## src/esds_pkg.sv

```systemverilog
// Shared constants and register map for the SCAN elevator disk scheduler.
package esds_pkg;

  localparam int unsigned MAX_REQUESTS_DEF  = 32;
  localparam int unsigned CYLINDER_BITS_DEF = 16;
  localparam int unsigned PADDR_W           = 4;
  localparam int unsigned PDATA_W           = 32;

  typedef enum logic [1:0] {
    REG_START_CYL = 2'd0,
    REG_MAX_CYL   = 2'd1,
    REG_START_UP  = 2'd2
  } reg_idx_e;

endpackage

```

## src/esds_ram.sv

```systemverilog
// Generic single-port-write, single-port-read RAM with registered read data.
module esds_ram #(
  parameter int unsigned WIDTH = 16,
  parameter int unsigned DEPTH = 32
) (
  input  logic                     clk_i,
  input  logic                     we_i,
  input  logic [$clog2(DEPTH)-1:0] waddr_i,
  input  logic [WIDTH-1:0]         wdata_i,
  input  logic [$clog2(DEPTH)-1:0] raddr_i,
  output logic [WIDTH-1:0]         rdata_o
);

  logic [WIDTH-1:0] mem_q [DEPTH];
  logic [WIDTH-1:0] rdata_q;

  always_ff @(posedge clk_i) begin
    if (we_i) begin
      mem_q[waddr_i] <= wdata_i;
    end
    rdata_q <= mem_q[raddr_i];
  end

  assign rdata_o = rdata_q;

endmodule

```

## src/elevator_scan_disk_scheduler.sv

```systemverilog
// SCAN elevator disk scheduler: sorted request store in RAM, schedule walk on last word.
// Load: a word is taken while idle, then sorted in with one RAM shift per cycle,
//   as the request store has a single read and a single write port.
// Schedule: two walks over the store at one entry per cycle while the output is not stalled,
//   with a sweep state between them and a flush state after; each result waits in a pending
//   register for the next, and the flush state sends the last one with tlast.
// Reset: asynchronous, active low; clears control, restores configuration defaults, not the store.
module elevator_scan_disk_scheduler #(
  parameter int unsigned MAX_REQUESTS  = esds_pkg::MAX_REQUESTS_DEF,
  parameter int unsigned CYLINDER_BITS = esds_pkg::CYLINDER_BITS_DEF
) (
  input  logic                                         clk_i,
  input  logic                                         rst_ni,
  input  logic                                         psel,
  input  logic                                         penable,
  input  logic                                         pwrite,
  input  logic [esds_pkg::PADDR_W-1:0]                 paddr,
  input  logic [esds_pkg::PDATA_W-1:0]                 pwdata,
  output logic [esds_pkg::PDATA_W-1:0]                 prdata,
  output logic                                         pready,
  input  logic                                         s_axis_tvalid,
  output logic                                         s_axis_tready,
  // request_cylinder
  input  logic [((CYLINDER_BITS+7)/8)*8-1:0]           s_axis_tdata,
  input  logic                                         s_axis_tlast,
  output logic                                         m_axis_tvalid,
  input  logic                                         m_axis_tready,
  // target_cylinder, total_seek
  output logic [((2*CYLINDER_BITS+8)/8)*8-1:0]         m_axis_tdata,
  // serviced, moving_up
  output logic [1:0]                                   m_axis_tuser,
  output logic                                         m_axis_tlast
);

  localparam int unsigned CB    = CYLINDER_BITS;
  localparam int unsigned SW    = CYLINDER_BITS + 1;
  localparam int unsigned AW    = $clog2(MAX_REQUESTS);
  localparam int unsigned CW    = $clog2(MAX_REQUESTS + 1);
  localparam int unsigned OUT_W = ((2*CYLINDER_BITS+8)/8)*8;

  typedef enum logic [2:0] {
    ST_IDLE,
    ST_INSERT,
    ST_WALK1,
    ST_SWEEP,
    ST_WALK2,
    ST_FLUSH
  } state_e;

  state_e          state_q, state_d;
  logic [CW-1:0]   count_q, count_d;
  logic [CW-1:0]   j_q, j_d;
  logic [CW-1:0]   k_q, k_d;
  logic [CB-1:0]   req_q, req_d;
  logic            last_q, last_d;
  logic [CB-1:0]   start_q, start_d;
  logic            up_q, up_d;
  logic [CB-1:0]   head_q, head_d;
  logic [SW-1:0]   seek_q, seek_d;

  logic            pend_vld_q, pend_vld_d;
  logic [CB-1:0]   pend_tgt_q, pend_tgt_d;
  logic            pend_srv_q, pend_srv_d;
  logic            pend_up_q, pend_up_d;
  logic [SW-1:0]   pend_seek_q, pend_seek_d;

  logic            m_vld_q, m_vld_d;
  logic [CB-1:0]   m_tgt_q, m_tgt_d;
  logic            m_srv_q, m_srv_d;
  logic            m_up_q, m_up_d;
  logic [SW-1:0]   m_seek_q, m_seek_d;
  logic            m_last_q, m_last_d;

  logic            fwd_hit_q, fwd_hit_d;
  logic [CB-1:0]   fwd_data_q, fwd_data_d;

  logic [CB-1:0]   cfg_start_q, cfg_max_q;
  logic            cfg_up_q;

  logic            we;
  logic [AW-1:0]   waddr, raddr;
  logic [CB-1:0]   wdata, rdata, rd_word;

  logic [CB-1:0]   in_cyl, req_clip, start_eff;
  logic            out_free, can_gen, sched, qual, asc;
  logic            gen_req, gen_srv, gen_up;
  logic [CB-1:0]   gen_tgt, move_len;
  logic            cfg_wr;

  esds_ram #(
    .WIDTH (CB),
    .DEPTH (MAX_REQUESTS)
  ) u_store (
    .clk_i   (clk_i),
    .we_i    (we),
    .waddr_i (waddr),
    .wdata_i (wdata),
    .raddr_i (raddr),
    .rdata_o (rdata)
  );

  assign cfg_wr   = psel && penable && pwrite;
  assign pready   = 1'b1;
  assign in_cyl   = s_axis_tdata[CB-1:0];
  assign req_clip = (in_cyl > cfg_max_q) ? cfg_max_q : in_cyl;
  assign start_eff = (cfg_start_q > cfg_max_q) ? cfg_max_q : cfg_start_q;
  assign out_free = !m_vld_q || m_axis_tready;
  assign can_gen  = !pend_vld_q || out_free;
  assign move_len = (gen_tgt >= head_q) ? gen_tgt - head_q : head_q - gen_tgt;
  assign rd_word  = fwd_hit_q ? fwd_data_q : rdata;
  assign fwd_hit_d  = we && (waddr == raddr);
  assign fwd_data_d = wdata;

  always_comb begin
    case (esds_pkg::reg_idx_e'(paddr[3:2]))
      esds_pkg::REG_START_CYL: prdata = esds_pkg::PDATA_W'(cfg_start_q);
      esds_pkg::REG_MAX_CYL:   prdata = esds_pkg::PDATA_W'(cfg_max_q);
      esds_pkg::REG_START_UP:  prdata = esds_pkg::PDATA_W'(cfg_up_q);
      default:                 prdata = '0;
    endcase
  end

  always_comb begin
    state_d     = state_q;
    count_d     = count_q;
    j_d         = j_q;
    k_d         = k_q;
    req_d       = req_q;
    last_d      = last_q;
    start_d     = start_q;
    up_d        = up_q;
    head_d      = head_q;
    seek_d      = seek_q;
    pend_vld_d  = pend_vld_q;
    pend_tgt_d  = pend_tgt_q;
    pend_srv_d  = pend_srv_q;
    pend_up_d   = pend_up_q;
    pend_seek_d = pend_seek_q;
    m_vld_d     = m_vld_q && !m_axis_tready;
    m_tgt_d     = m_tgt_q;
    m_srv_d     = m_srv_q;
    m_up_d      = m_up_q;
    m_seek_d    = m_seek_q;
    m_last_d    = m_last_q;
    we          = 1'b0;
    waddr       = AW'(j_q);
    wdata       = req_q;
    sched       = 1'b0;
    qual        = 1'b0;
    gen_req     = 1'b0;
    gen_tgt     = rd_word;
    gen_srv     = 1'b1;
    gen_up      = up_q;

    case (state_q)
      ST_IDLE: begin
        if (s_axis_tvalid) begin
          req_d  = req_clip;
          last_d = s_axis_tlast;
          if (count_q == CW'(MAX_REQUESTS)) begin
            sched = s_axis_tlast;
          end else begin
            j_d     = count_q;
            state_d = ST_INSERT;
          end
        end
      end
      ST_INSERT: begin
        we = 1'b1;
        if (j_q == '0 || rd_word <= req_q) begin
          wdata   = req_q;
          count_d = count_q + CW'(1);
          if (last_q) begin
            sched = 1'b1;
          end else begin
            state_d = ST_IDLE;
          end
        end else begin
          wdata = rd_word;
          j_d   = j_q - CW'(1);
        end
      end
      ST_WALK1, ST_WALK2: begin
        if (state_q == ST_WALK1) begin
          qual   = up_q ? (rd_word >= start_q) : (rd_word <= start_q);
          gen_up = up_q;
        end else begin
          qual   = up_q ? (rd_word < start_q) : (rd_word > start_q);
          gen_up = !up_q;
        end
        gen_req = qual;
        if (!qual || can_gen) begin
          k_d = k_q + CW'(1);
          if (k_q == count_q - CW'(1)) begin
            k_d     = '0;
            state_d = (state_q == ST_WALK1) ? ST_SWEEP : ST_FLUSH;
          end
        end
      end
      ST_SWEEP: begin
        gen_tgt = up_q ? cfg_max_q : '0;
        gen_srv = 1'b0;
        gen_up  = up_q;
        if (head_q == gen_tgt) begin
          state_d = ST_WALK2;
        end else begin
          gen_req = 1'b1;
          if (can_gen) begin
            state_d = ST_WALK2;
          end
        end
      end
      ST_FLUSH: begin
        if (out_free) begin
          m_vld_d    = pend_vld_q;
          m_tgt_d    = pend_tgt_q;
          m_srv_d    = pend_srv_q;
          m_up_d     = pend_up_q;
          m_seek_d   = pend_seek_q;
          m_last_d   = 1'b1;
          pend_vld_d = 1'b0;
          count_d    = '0;
          state_d    = ST_IDLE;
        end
      end
      default: begin
        state_d = ST_IDLE;
      end
    endcase

    if (sched) begin
      state_d = ST_WALK1;
      start_d = start_eff;
      head_d  = start_eff;
      seek_d  = '0;
      up_d    = cfg_up_q;
      k_d     = '0;
    end

    if (gen_req && can_gen) begin
      if (pend_vld_q) begin
        m_vld_d  = 1'b1;
        m_tgt_d  = pend_tgt_q;
        m_srv_d  = pend_srv_q;
        m_up_d   = pend_up_q;
        m_seek_d = pend_seek_q;
        m_last_d = 1'b0;
      end
      pend_vld_d  = 1'b1;
      pend_tgt_d  = gen_tgt;
      pend_srv_d  = gen_srv;
      pend_up_d   = gen_up;
      pend_seek_d = seek_q + SW'(move_len);
      head_d      = gen_tgt;
      seek_d      = seek_q + SW'(move_len);
    end
  end

  always_comb begin
    asc   = (state_d == ST_WALK1) ? up_d : !up_d;
    raddr = '0;
    case (state_d)
      ST_INSERT: raddr = AW'(j_d - CW'(1));
      ST_WALK1, ST_WALK2: begin
        raddr = asc ? AW'(k_d) : AW'(count_d - CW'(1) - k_d);
      end
      default: raddr = '0;
    endcase
  end

  always_ff @(posedge clk_i or negedge rst_ni) begin
    if (!rst_ni) begin
      state_q     <= ST_IDLE;
      count_q     <= '0;
      j_q         <= '0;
      k_q         <= '0;
      req_q       <= '0;
      last_q      <= 1'b0;
      start_q     <= '0;
      up_q        <= 1'b1;
      head_q      <= '0;
      seek_q      <= '0;
      pend_vld_q  <= 1'b0;
      pend_tgt_q  <= '0;
      pend_srv_q  <= 1'b0;
      pend_up_q   <= 1'b0;
      pend_seek_q <= '0;
      m_vld_q     <= 1'b0;
      m_tgt_q     <= '0;
      m_srv_q     <= 1'b0;
      m_up_q      <= 1'b0;
      m_seek_q    <= '0;
      m_last_q    <= 1'b0;
      fwd_hit_q   <= 1'b0;
      fwd_data_q  <= '0;
      cfg_start_q <= '0;
      cfg_max_q   <= '1;
      cfg_up_q    <= 1'b1;
    end else begin
      state_q     <= state_d;
      count_q     <= count_d;
      j_q         <= j_d;
      k_q         <= k_d;
      req_q       <= req_d;
      last_q      <= last_d;
      start_q     <= start_d;
      up_q        <= up_d;
      head_q      <= head_d;
      seek_q      <= seek_d;
      pend_vld_q  <= pend_vld_d;
      pend_tgt_q  <= pend_tgt_d;
      pend_srv_q  <= pend_srv_d;
      pend_up_q   <= pend_up_d;
      pend_seek_q <= pend_seek_d;
      m_vld_q     <= m_vld_d;
      m_tgt_q     <= m_tgt_d;
      m_srv_q     <= m_srv_d;
      m_up_q      <= m_up_d;
      m_seek_q    <= m_seek_d;
      m_last_q    <= m_last_d;
      fwd_hit_q   <= fwd_hit_d;
      fwd_data_q  <= fwd_data_d;
      if (cfg_wr) begin
        case (esds_pkg::reg_idx_e'(paddr[3:2]))
          esds_pkg::REG_START_CYL: cfg_start_q <= pwdata[CB-1:0];
          esds_pkg::REG_MAX_CYL:   cfg_max_q   <= pwdata[CB-1:0];
          esds_pkg::REG_START_UP:  cfg_up_q    <= pwdata[0];
          default: ;
        endcase
      end
    end
  end

  assign s_axis_tready = (state_q == ST_IDLE);
  assign m_axis_tvalid = m_vld_q;
  assign m_axis_tdata  = OUT_W'({m_seek_q, m_tgt_q});
  assign m_axis_tuser  = {m_up_q, m_srv_q};
  assign m_axis_tlast  = m_last_q;

`ifndef ASSERT_OFF
  a_count_bound: assert property (@(posedge clk_i) disable iff (!rst_ni)
    count_q <= CW'(MAX_REQUESTS))
    else $error("request count beyond store depth");

  a_slot_bound: assert property (@(posedge clk_i) disable iff (!rst_ni)
    (state_q == ST_INSERT) |-> (j_q <= count_q))
    else $error("insert slot beyond filled entries");

  a_seek_bound: assert property (@(posedge clk_i) disable iff (!rst_ni)
    (state_q == ST_WALK1 || state_q == ST_SWEEP || state_q == ST_WALK2 ||
     state_q == ST_FLUSH) |-> (seek_q <= {cfg_max_q, 1'b0}))
    else $error("seek total beyond two full strokes");

  a_pend_flush: assert property (@(posedge clk_i) disable iff (!rst_ni)
    (state_q == ST_FLUSH) |-> pend_vld_q)
    else $error("schedule ended without a pending result");
`endif

endmodule
```

## config.mk

```make
export PLATFORM = sky130hd
export DESIGN_NAME = elevator_scan_disk_scheduler
export DESIGN_NICKNAME = d
export VERILOG_FILES = /design/src/esds_pkg.sv /design/src/esds_ram.sv /design/src/elevator_scan_disk_scheduler.sv
export SDC_FILE = /design/constraint.sdc
export NUM_CORES = 1
export LEC_CHECK = 0
export BUFFER_PORTS_ARGS = -buffer_cell sky130_fd_sc_hd__buf_4
export CAP_MARGIN = 10
export CORE_AREA = 10 10 279 214
export CTS_CLUSTER_SIZE = 30
export DETAILED_ROUTE_END_ITERATION = 8
export DIE_AREA = 0 0 289 224
export PLACE_DENSITY_LB_ADDON = 0.2
export SYNTH_ARGS = -nofsm -noshare
export SYNTH_HDL_FRONTEND = slang
export SYNTH_SLANG_ARGS = --single-unit
```

## constraint.sdc

```tcl
create_clock -name clk_i -period 21.3 [get_ports clk_i]
set_input_delay 1.065 -clock clk_i [delete_from_list [all_inputs] [get_ports clk_i]]
set_output_delay 1.065 -clock clk_i [all_outputs]
set_load 0.02 [all_outputs]
```

# [Word-level counts from Yosys, hierarchy flattened]
# Memory sizes are Yosys's and may differ from the RTL's. A register that Yosys moved wholly into a read port is not among the register bits.
# Cells that the tools add are included.
[totals] regBits=211 ramBits=512 in_bits=60 out_inout_bits=78 elab_cells=171 memories=1
[mem_list] memory="u_store.mem_q" words=32 word_bits=16 rd=1 rd_clocked_by_memory_dff=1 wr=1 line="esds_ram.sv:14" source="logic [WIDTH-1:0] mem_q [DEPTH];"
[classes] addsub=10 order_cmp=8 n_eq_ne=14 n_mux=84 n_reduce_logical=28
[op_table] cell="16-bit 2-to-1 mux" n=14
[op_table] cell="17-bit 2-to-1 mux" n=6
[op_table] cell="6-bit 2-to-1 mux" n=9
[op_table] cell="16-bit greater-than comparator" n=3
[op_table] cell="16-bit one-hot mux with 3 select lines" n=1
[op_table] cell="1-bit 2-to-1 mux" n=36
[op_table] cell="3-bit 2-to-1 mux" n=11
[op_table] cell="16-bit >= comparator" n=2
[op_table] cell="16-bit less-or-equal comparator" n=2
[op_table] cell="16-bit subtractor" n=2
[op_table] cell="6-bit one-hot mux with 2 select lines" n=2
[op_table] cell="17-bit by 16-bit adder with 17-bit output" n=1
[op_table] cell="16-bit == test" n=1
[op_table] cell="16-bit less-than comparator" n=1
[op_table] cell="3-bit one-hot mux with 5 select lines" n=1
[op_table] cell="6-bit by 1-bit adder with 6-bit output (second input constant)" n=2
[op_table] cell="6-bit by 1-bit subtractor with 6-bit output (second input constant)" n=2
[op_table] cell="5-bit one-hot mux with 2 select lines" n=1
[op_table] cell="2-bit AND reduction" n=5
[op_table] cell="5-bit by 1-bit subtractor with 5-bit output (second input constant)" n=2
[op_table] cell="3-bit by 2-bit == test with 1-bit output (second input constant)" n=3
[op_table] cell="3-bit == test (second input constant)" n=3
[op_table] cell="3-bit by 1-bit == test with 1-bit output (second input constant)" n=2
[op_table] cell="6-bit == test" n=1
[op_table] cell="other kinds (15)" n=31

# [Depth between registers and ports, before layout]
# Gate-level depths: netlist of run 1.
[depth] word_depth=16 depth_mapped=33 ltp_nobuf=30

# [By module]
# A second synthesis of run 1 with hierarchy kept.
[unflattened] hier_cells=2742 area_unflattened_um2=34913.5
[modules_own_cells] module="esds_ram" n_inst=1 cells_each=1143 area_each_um2=20534.7 seq_area_each_um2=15695.1
[modules_own_cells] module="elevator_scan_disk_scheduler" n_inst=1 cells_each=1599 area_each_um2=14378.8 seq_area_each_um2=5302.6

# [Worst setup path after synthesis of run 1]
# Ideal clock, no wire load.
[synth_timing] kind="register -> register" start="register up_q" end="register pend_seek_q[16]" setup_ps=125 arrival_time_ps=7511 required_ps=21175 slack_ps=13665 stages_incl_launch_ff=30 path_buffers=5 synth_period_minus_slack_ps=7635 cell_sequence="dfstp_2 clkbuf_1 buf_1 buf_1 a21oi_1 a21oi_1 ha_1 and4_1 a211o_1 a221oi_1 o211ai_1 a31o_2 a21oi_1 clkbuf_1 clkbuf_1 mux2_2 fa_1 a21o_1 a21oi_1 o21bai_1 a21oi_1 nor2b_1 o21a_1 o21a_1 o21a_1 o41ai_1 o21a_1 o21ai_0 xor2_1 mux2_2"
[synth_via] elab_chain_len=5 elab_cells_between_ends=15 classes_between="add/sub (3); order compare (1); eq/ne (1); mux (9); reduce/logical (1)"
[synth_rtl] element="start: declaration" line="elevator_scan_disk_scheduler.sv:57" source="logic up_q, up_d;"
[synth_rtl] element="start signal: assignment" line="elevator_scan_disk_scheduler.sv:307" source="up_q <= up_d;"
[synth_rtl] element="16-bit 2-to-1 mux *" line="elevator_scan_disk_scheduler.sv:201" source="gen_tgt = up_q ? cfg_max_q : '0;"
[synth_rtl] element="16-bit 2-to-1 mux *" line="elevator_scan_disk_scheduler.sv:155" source="case (state_q)"
[synth_rtl] element="net gen_tgt[1]" line="elevator_scan_disk_scheduler.sv:87" source="logic [CB-1:0] gen_tgt, move_len;"
[synth_rtl] element="16-bit subtractor / 16-bit >= comparator (equally long branches)" line="elevator_scan_disk_scheduler.sv:109" source="assign move_len = (gen_tgt >= head_q) ? gen_tgt - head_q : head_q - gen_tgt;"
[synth_rtl] element="16-bit 2-to-1 mux *" line="elevator_scan_disk_scheduler.sv:109"
[synth_rtl] element="17-bit by 16-bit adder with 17-bit output *" line="elevator_scan_disk_scheduler.sv:253" source="pend_seek_d = seek_q + SW'(move_len);"
[synth_rtl] element="end signal: assignment" line="elevator_scan_disk_scheduler.sv:314" source="pend_seek_q <= pend_seek_d;"
[synth_rtl] element="end: declaration" line="elevator_scan_disk_scheduler.sv:65" source="logic [SW-1:0] pend_seek_q, pend_seek_d;"
# Mark *: on every way through the listed nets, which the timed path passes. The rest lies on a longest branch. The select of a mux whose other input is x is not followed.
# A chain may end at the register's enable or synchronous reset.

# [Final worst setup path of run 1]
[layout_timing] start="register fwd_hit_q" end="register u_store.rdata_q[11], in the netlist u_store.rdata_o[11] (read register of u_store.mem_q)"
[layout_via] elab_cells_between_ends=38 classes_between="add/sub (3); order compare (5); eq/ne (3); mux (22); reduce/logical (5)"
[layout_lines] element="start: declaration" line="elevator_scan_disk_scheduler.sv:74" source="logic fwd_hit_q, fwd_hit_d;"
[layout_lines] element="start signal: assignment" line="elevator_scan_disk_scheduler.sv:321" source="fwd_hit_q <= fwd_hit_d;"
[layout_lines] element="16-bit 2-to-1 mux" line="elevator_scan_disk_scheduler.sv:110" source="assign rd_word = fwd_hit_q ? fwd_data_q : rdata;"
[layout_lines] element="16-bit less-or-equal comparator" line="elevator_scan_disk_scheduler.sv:170" source="if (j_q == '0 || rd_word <= req_q) begin"
[layout_lines] element="1-bit logical OR" line="elevator_scan_disk_scheduler.sv:170"
[layout_lines] element="6-bit 2-to-1 mux" line="elevator_scan_disk_scheduler.sv:170"
[layout_lines] element="6-bit one-hot mux with 2 select lines" line="elevator_scan_disk_scheduler.sv:155"
[layout_lines] element="net count_d[0]" line="elevator_scan_disk_scheduler.sv:51" source="logic [CW-1:0] count_q, count_d;"
[layout_lines] element="5-bit by 1-bit subtractor with 5-bit output" line="elevator_scan_disk_scheduler.sv:265" source="raddr = asc ? AW'(k_d) : AW'(count_d - CW'(1) - k_d);"
[layout_lines] element="5-bit subtractor" line="elevator_scan_disk_scheduler.sv:265"
[layout_lines] element="5-bit 2-to-1 mux" line="elevator_scan_disk_scheduler.sv:265"
[layout_lines] element="5-bit one-hot mux with 2 select lines" line="elevator_scan_disk_scheduler.sv:262" source="case (state_d)"
[layout_lines] element="end: declaration" line="esds_ram.sv:15" source="logic [WIDTH-1:0] rdata_q;"
# The timed path passes the listed nets, and every way through them passes these cells. The select of a mux whose other input is x is not followed.

==> impl_metrics.tcl, run 1 <==
set metrics [dict create \
    worst_skew_pair.late_latency_ns 0.63 \
    die_h_um 224 \
    netlist_area_um2 34400 \
    synth_edf_count 512 \
    slew_headroom_pct 24.7 \
    tns_ns 0 \
    reg2reg_from "fwd_hit_q" \
    yosys.cell_types.count 86 \
    synth.area.mux_share_pct 12.5 \
    ant_nets 0 \
    fin_crit_sh_pct 45.0 \
    outcome "completed" \
    crit_required_ns 21.85 \
    drt_wl_total_um 88000 \
    hp-class "input port to async pin" \
    initial_utilization_pct 63.6 \
    cts_setup_buffers 0 \
    track_usage_pct 26.9 \
    r2r-end "u_store.rdata_o[11]" \
    root_buffer "clkbuf_16" \
    pin_count 138 \
    dpl_worst_slack_ns 11.97 \
    synth_flop_cell "edfxtp_1" \
    syn_area_per_cell_um2 13.2 \
    rsz0062_at_grt "false" \
    dp_hpwl_um 58400 \
    cts_made_buffers 71 \
    vias_per_cell 6.35 \
    cts_sinks 739 \
    gp_congestion 0.958 \
    coreArea_um2 54100 \
    synthCells 2598 \
    cts.reportedPaths.clkPinSlew_ns 0.07 \
    fin_nets 2876 \
    area_delta_synth_final_pct 11.2 \
    dieArea_um2 64700 \
    ctsHoldBuffers 0 \
    synth-simple-area-share_pct 7.48 \
    cts_resized 0 \
    async_reset_ff_share_pct 28.6 \
    end_kind "flop" \
    route.detailed.drc 0 \
    drt_iter0_drc 2671 \
    setup_viol 0 \
    synth_fa_ha_area_share_pct 4.71 \
    drv_slew 0 \
    max_freq_ghz 0.104 \
    synth_top_family_by_area "multiplexers" \
    crit_fanout 66 \
    final-hold-violation-count 0 \
    fin_worst_skew_ns 0.0284 \
    cap_violations 0 \
    drive_above_1_share_pct 17.0 \
    yosysTopAreaCell "edfxtp_1" \
    reg2reg_setup_slack_ns 11.72 \
    layout_min_cycle_time_ns 9.58 \
    grt_pass1_vias 21300 \
    cts.path.max_buffers 3 \
    yosys-top-cells-area "edfxtp_1, dfrtp_1, mux2i_1" \
    synth_top_area_share_pct 44.7 \
    ys_warn_count 0 \
    fillers 3653 \
    ys_ff_latch 739 \
    grt_pass1_wl_um 132000 \
    synth_compound_area_share_pct 9.28 \
    grt_start_max_net_pins 100 \
    htreeDepth 3 \
    seq_area_frac_synth_pct 61.0 \
    antenna_found_initial 4 \
    drtPass1Iterations 6 \
    vias 22000 \
    setup.worst_path.start_class "flop" \
    worstSetupPathType "flop to flop" \
    grt-ovfl-total 0 \
    synthMostInstantiatedCell "edfxtp_1" \
    synth-xor-area-share_pct 1.32 \
    crit_arrival_ns 10.13 \
    yosys-top-cells-count "edfxtp_1, nand2_1, mux2i_1" \
    rr_worst_depth 22 \
    cts_tree "built" \
    worstMarginPinSlew_ns 1.13 \
    wl_per_cell_um 25.4 \
    rows 74 \
    setup_slack_ns 11.72 \
    die_x_um 289 \
    port_buffers 95 \
]
-- stage by stage --
stage	util [%]	hold WS [ns]	cells	cell area [um2]
detailed placement	66.5	0.460	3337	36000
CTS	70.7	0.408	3467	38200
global route	70.7	0.429	3469	38300
floorplan	-	0.442	2620	34500
global placement	66.5	0.457	3337	36000
finish	70.7	0.413	3469	38300
-- worst max-delay path by stage --
stage / start / endpoint / slack, ns
floorplan: up_q / pend_seek_q[16] / 13.66
global placement: fwd_hit_q / u_store.rdata_o[9] / 12.23
detailed placement: fwd_hit_q / u_store.rdata_o[11] / 11.97
CTS: fwd_hit_q / u_store.rdata_o[11] / 11.87
global route: fwd_hit_q / u_store.rdata_o[9] / 11.24
finish: fwd_hit_q / u_store.rdata_o[11] / 11.72
-- critical path: stages, from the launching register on --
cell	delay [ns]
dfrtp_1	0.89
mux2i_1	0.54
inv_1	0.16
ha_1	0.32
nand4_1	0.22
nor4_2	0.54
o21ai_1	0.19
o211ai_2	0.25
nand3_2	0.87
a31oi_1	0.52
ha_1	0.22
inv_1	0.06
fa_1	0.49
nor4_1	0.33
mux2_2	0.22
a211oi_1	0.09
o22ai_4	0.67
buf_4	0.78
buf_4	0.98
mux2i_1	0.21
a22oi_1	0.42
nand3_1	0.33
nand4_1	0.17
-- registers in the layout, indices dropped and copies added, names as in the netlist, 17 cells and up --
signal and flops:
u_store.mem_q 512, m_seek_q 17, seek_q 17, pend_seek_q 17
-- routing by layer --
metal | part of all wire (%) | vias to the layer above | wire, um | track usage [%]
li1 | - | 9825 | - | -
met1 | 43 | 10900 | 37900 | 39.9
met2 | 43 | 1106 | 37800 | 38.2
met3 | 12 | 146 | 10400 | 8.67
met4 | 2.0 | 4 | 1790 | 6.53
met5 | 0.036 | - | 32 | 0
-- area by class of cell --
type,count,area [um2],area share [%]
Clock buffer,93,1910,5.00
Tap cell,722,903,2.36
Multi-Input combinational cell,1594,12400,32.5
Antenna cell,1,2.50,0.00654
Inverter,130,488,1.28
Timing Repair Buffer,153,1170,3.06
Clock inverter,37,353,0.922
Sequential cell,739,21000,54.9
-- cells by family after synthesis --
family | after synthesis
fa+ha+maj | 127
other cells | 2
compound gates | 490
mux | 341
buf+inv | 287
xor+xnor | 52
simple gates | 560
flops | 739
-- placed cells by master, fill, tap and decap left out, drive strengths merged, types with 12 or more instances in the layout --
master / instances
a22oi: 79
xnor2: 29
ha: 123
o21bai: 14
nand2: 233
nand2b: 15
xor2: 23
a21o: 28
inv: 134
conb: 24
mux2: 62
nor3: 19
mux2i: 215
nand3: 38
o21ai: 89
dfrtp: 193
clkinv: 28
nand4: 30
o211ai: 38
mux4: 64
buf: 153
dfstp: 18
clkbuf: 93
nor2b: 17
a31oi: 12
dfxtp: 16
edfxtp: 512
nor2: 141
a21oi: 142
Power of run 1 is not shown: default switching activity piles up to over one toggle a cycle in this logic, so the estimate is an artifact.
==> inputs of run 2 (changes only) <==
CORE_AREA = 10 10 298 228   (was 10 10 279 214)
DIE_AREA = 0 0 308 238   (was 0 0 289 224)
clock period = 8.1 ns   (was 21.3 ns; I/O delays follow)
==> run 2 against run 1 <==
  * Critical path depth up 3
  * Flip-flop and latch count unchanged
  * Routed wire length up 1.7%
  * Clock skew up 0.0020 ns
  * Sequential share of layout area down 1.2 points
  * Clock-buffer cell count up 3
  * Via count up 0.73%
  * Worst hold slack worse by 0.39 ns
  * Die area up 13%
  * Global-route usage down 2.8 points
  * Setup slack worse by 11 ns
==> impl_metrics.tcl, run 2 (same netlist as run 1, synthesis figures left out) <==
set metrics [dict create \
    dp_hpwl_um 61600 \
    grt-ovfl-total 0 \
    end_kind "flop" \
    final_util_pct 63.3 \
    fin_crit_sh_pct 90.8 \
    ant_nets 0 \
    cp_slowest_cell "dfrtp_1" \
    die_h_um 238 \
    drt_wl_total_um 89500 \
    cap_violations 0 \
    cts_resized 0 \
    htreeDepth 3 \
    slowest_delay_ns 0.62 \
    crit_arrival_ns 7.83 \
    initial_utilization_pct 55.7 \
    pin_count 138 \
    grt_pass1_vias 21900 \
    grt_pass1_wl_um 135000 \
    drive_above_1_share_pct 18.7 \
    largest_register_ffs 512 \
    crit_fanout 30 \
    dieArea_um2 73300 \
    worst_skew_pair.late_latency_ns 0.62 \
    crit_cells 25 \
    min_path_cells 3 \
    drt_iter0_drc 2451 \
    cts.reportedPaths.clkPinSlew_ns 0.07 \
    largest-register "u_store.mem_q" \
    hp-class "input port to flop" \
    worstMarginPinSlew_ns 1.17 \
    rsz0062_at_grt "false" \
    multi_input_area_um2 12400 \
    worstSetupPathType "flop to flop" \
    vias_per_cell 6.11 \
    layout_min_cycle_time_ns 7.35 \
    route.detailed.drc 0 \
    cts.path.max_buffers 3 \
    cts_setup_buffers 0 \
    tns_ns 0 \
    rr_worst_depth 25 \
    fin_nets 2953 \
    area_delta_synth_final_pct 13.7 \
    gp_congestion 0.937 \
    cts_tree "built" \
    final_common_cell "edfxtp_1" \
    ctsHoldBuffers 14 \
    slew_headroom_pct 21.8 \
    final_cell_mix "edfxtp_1, nand2_1, mux2i_1, buf_4, dfrtp_1" \
    wl_per_cell_um 24.7 \
    rows 79 \
    track_usage_pct 24.1 \
    root_buffer "clkbuf_16" \
    die_x_um 308 \
    cts_made_buffers 73 \
    cts_sinks 739 \
    setup.worst_path.start_class "flop" \
    crit_required_ns 8.58 \
    vias 22200 \
    fin_worst_skew_ns 0.0304 \
    setup_viol 0 \
    max_freq_ghz 0.136 \
    drv_slew 0 \
    outcome "completed" \
    path_delay_family "compound AO/OA/AOI/OAI gates" \
    antenna_found_initial 3 \
    grt_start_max_net_pins 93 \
    final-seq-area_um2 21000 \
    fillers 4625 \
    drtPass1Iterations 6 \
    final-hold-violation-count 0 \
    port_buffers 95 \
    critPathBufInv 7 \
    coreArea_um2 61800 \
]
[run 2: cell count changes in the layout (fill, tap and decap cells not counted), sizes merged]
cell / delta
buf: +61
bufinv: +2
clkbuf: +3
clkinv: -10
clkinvlp: +5
dlygate4sd3: +14
[run 2: final timing paths]
kind                                 start            endpoint  slack, ns
max                              fwd_hit_q  u_store.rdata_o[8]       0.75
min                             pwdata[14]       cfg_max_q[14]       0.03
max reg2reg                      fwd_hit_q  u_store.rdata_o[8]       0.75
min reg2reg                pend_seek_q[11]     pend_seek_q[11]       0.47
max in group asynchronous           rst_ni      cfg_start_q[9]       6.24
min in group asynchronous           rst_ni        m_seek_q[10]       0.41
[run 2: worst min-delay path, delay by kind of cell]
kind,cells,cell delay (ns)
AOI/OAI and AO/OA,1,0.06
buffers and inverters,1,0.10
and+or+nand+nor,1,0.04
[run 2: routing by layer]
layer / up-vias / share of wire (%) / routed length [um] / GRT usage (%)
met2: 959 / 44 / 39600 / 35.8
met1: 11100 / 44 / 39400 / 35.2
met4: 2 / 1.6 / 1470 / 5.14
li1: 9993 / - / - / -
met5: - / 0.015 / 13 / 0
met3: 106 / 10 / 9050 / 6.70
[run 2: cell type report]
type	instances	area share, %
Antenna cell	1	0.00640
Tap cell	810	2.59
Multi-Input combinational cell	1594	31.8
Inverter	130	1.25
Clock inverter	34	0.998
Timing Repair Buffer	228	4.67
Sequential cell	739	53.7
Clock buffer	96	5.02
[run 2: per-stage QoR]
step | cell area [um2] | hold slack (ns) | setup WS [ns] | instances
2_1_floorplan | 34500 | 0.109 | 0.465 | 2620
3_3_place_gp | 36600 | 0.461 | 1.16 | 3487
3_5_place_dp | 36600 | 0.460 | 0.978 | 3487
4_1_cts | 39100 | 0.000717 | 0.939 | 3631
5_1_grt | 39100 | 0.00824 | 0.390 | 3631
6_report | 39100 | 0.0275 | 0.746 | 3632
Power of run 2 is left out for the same reason.
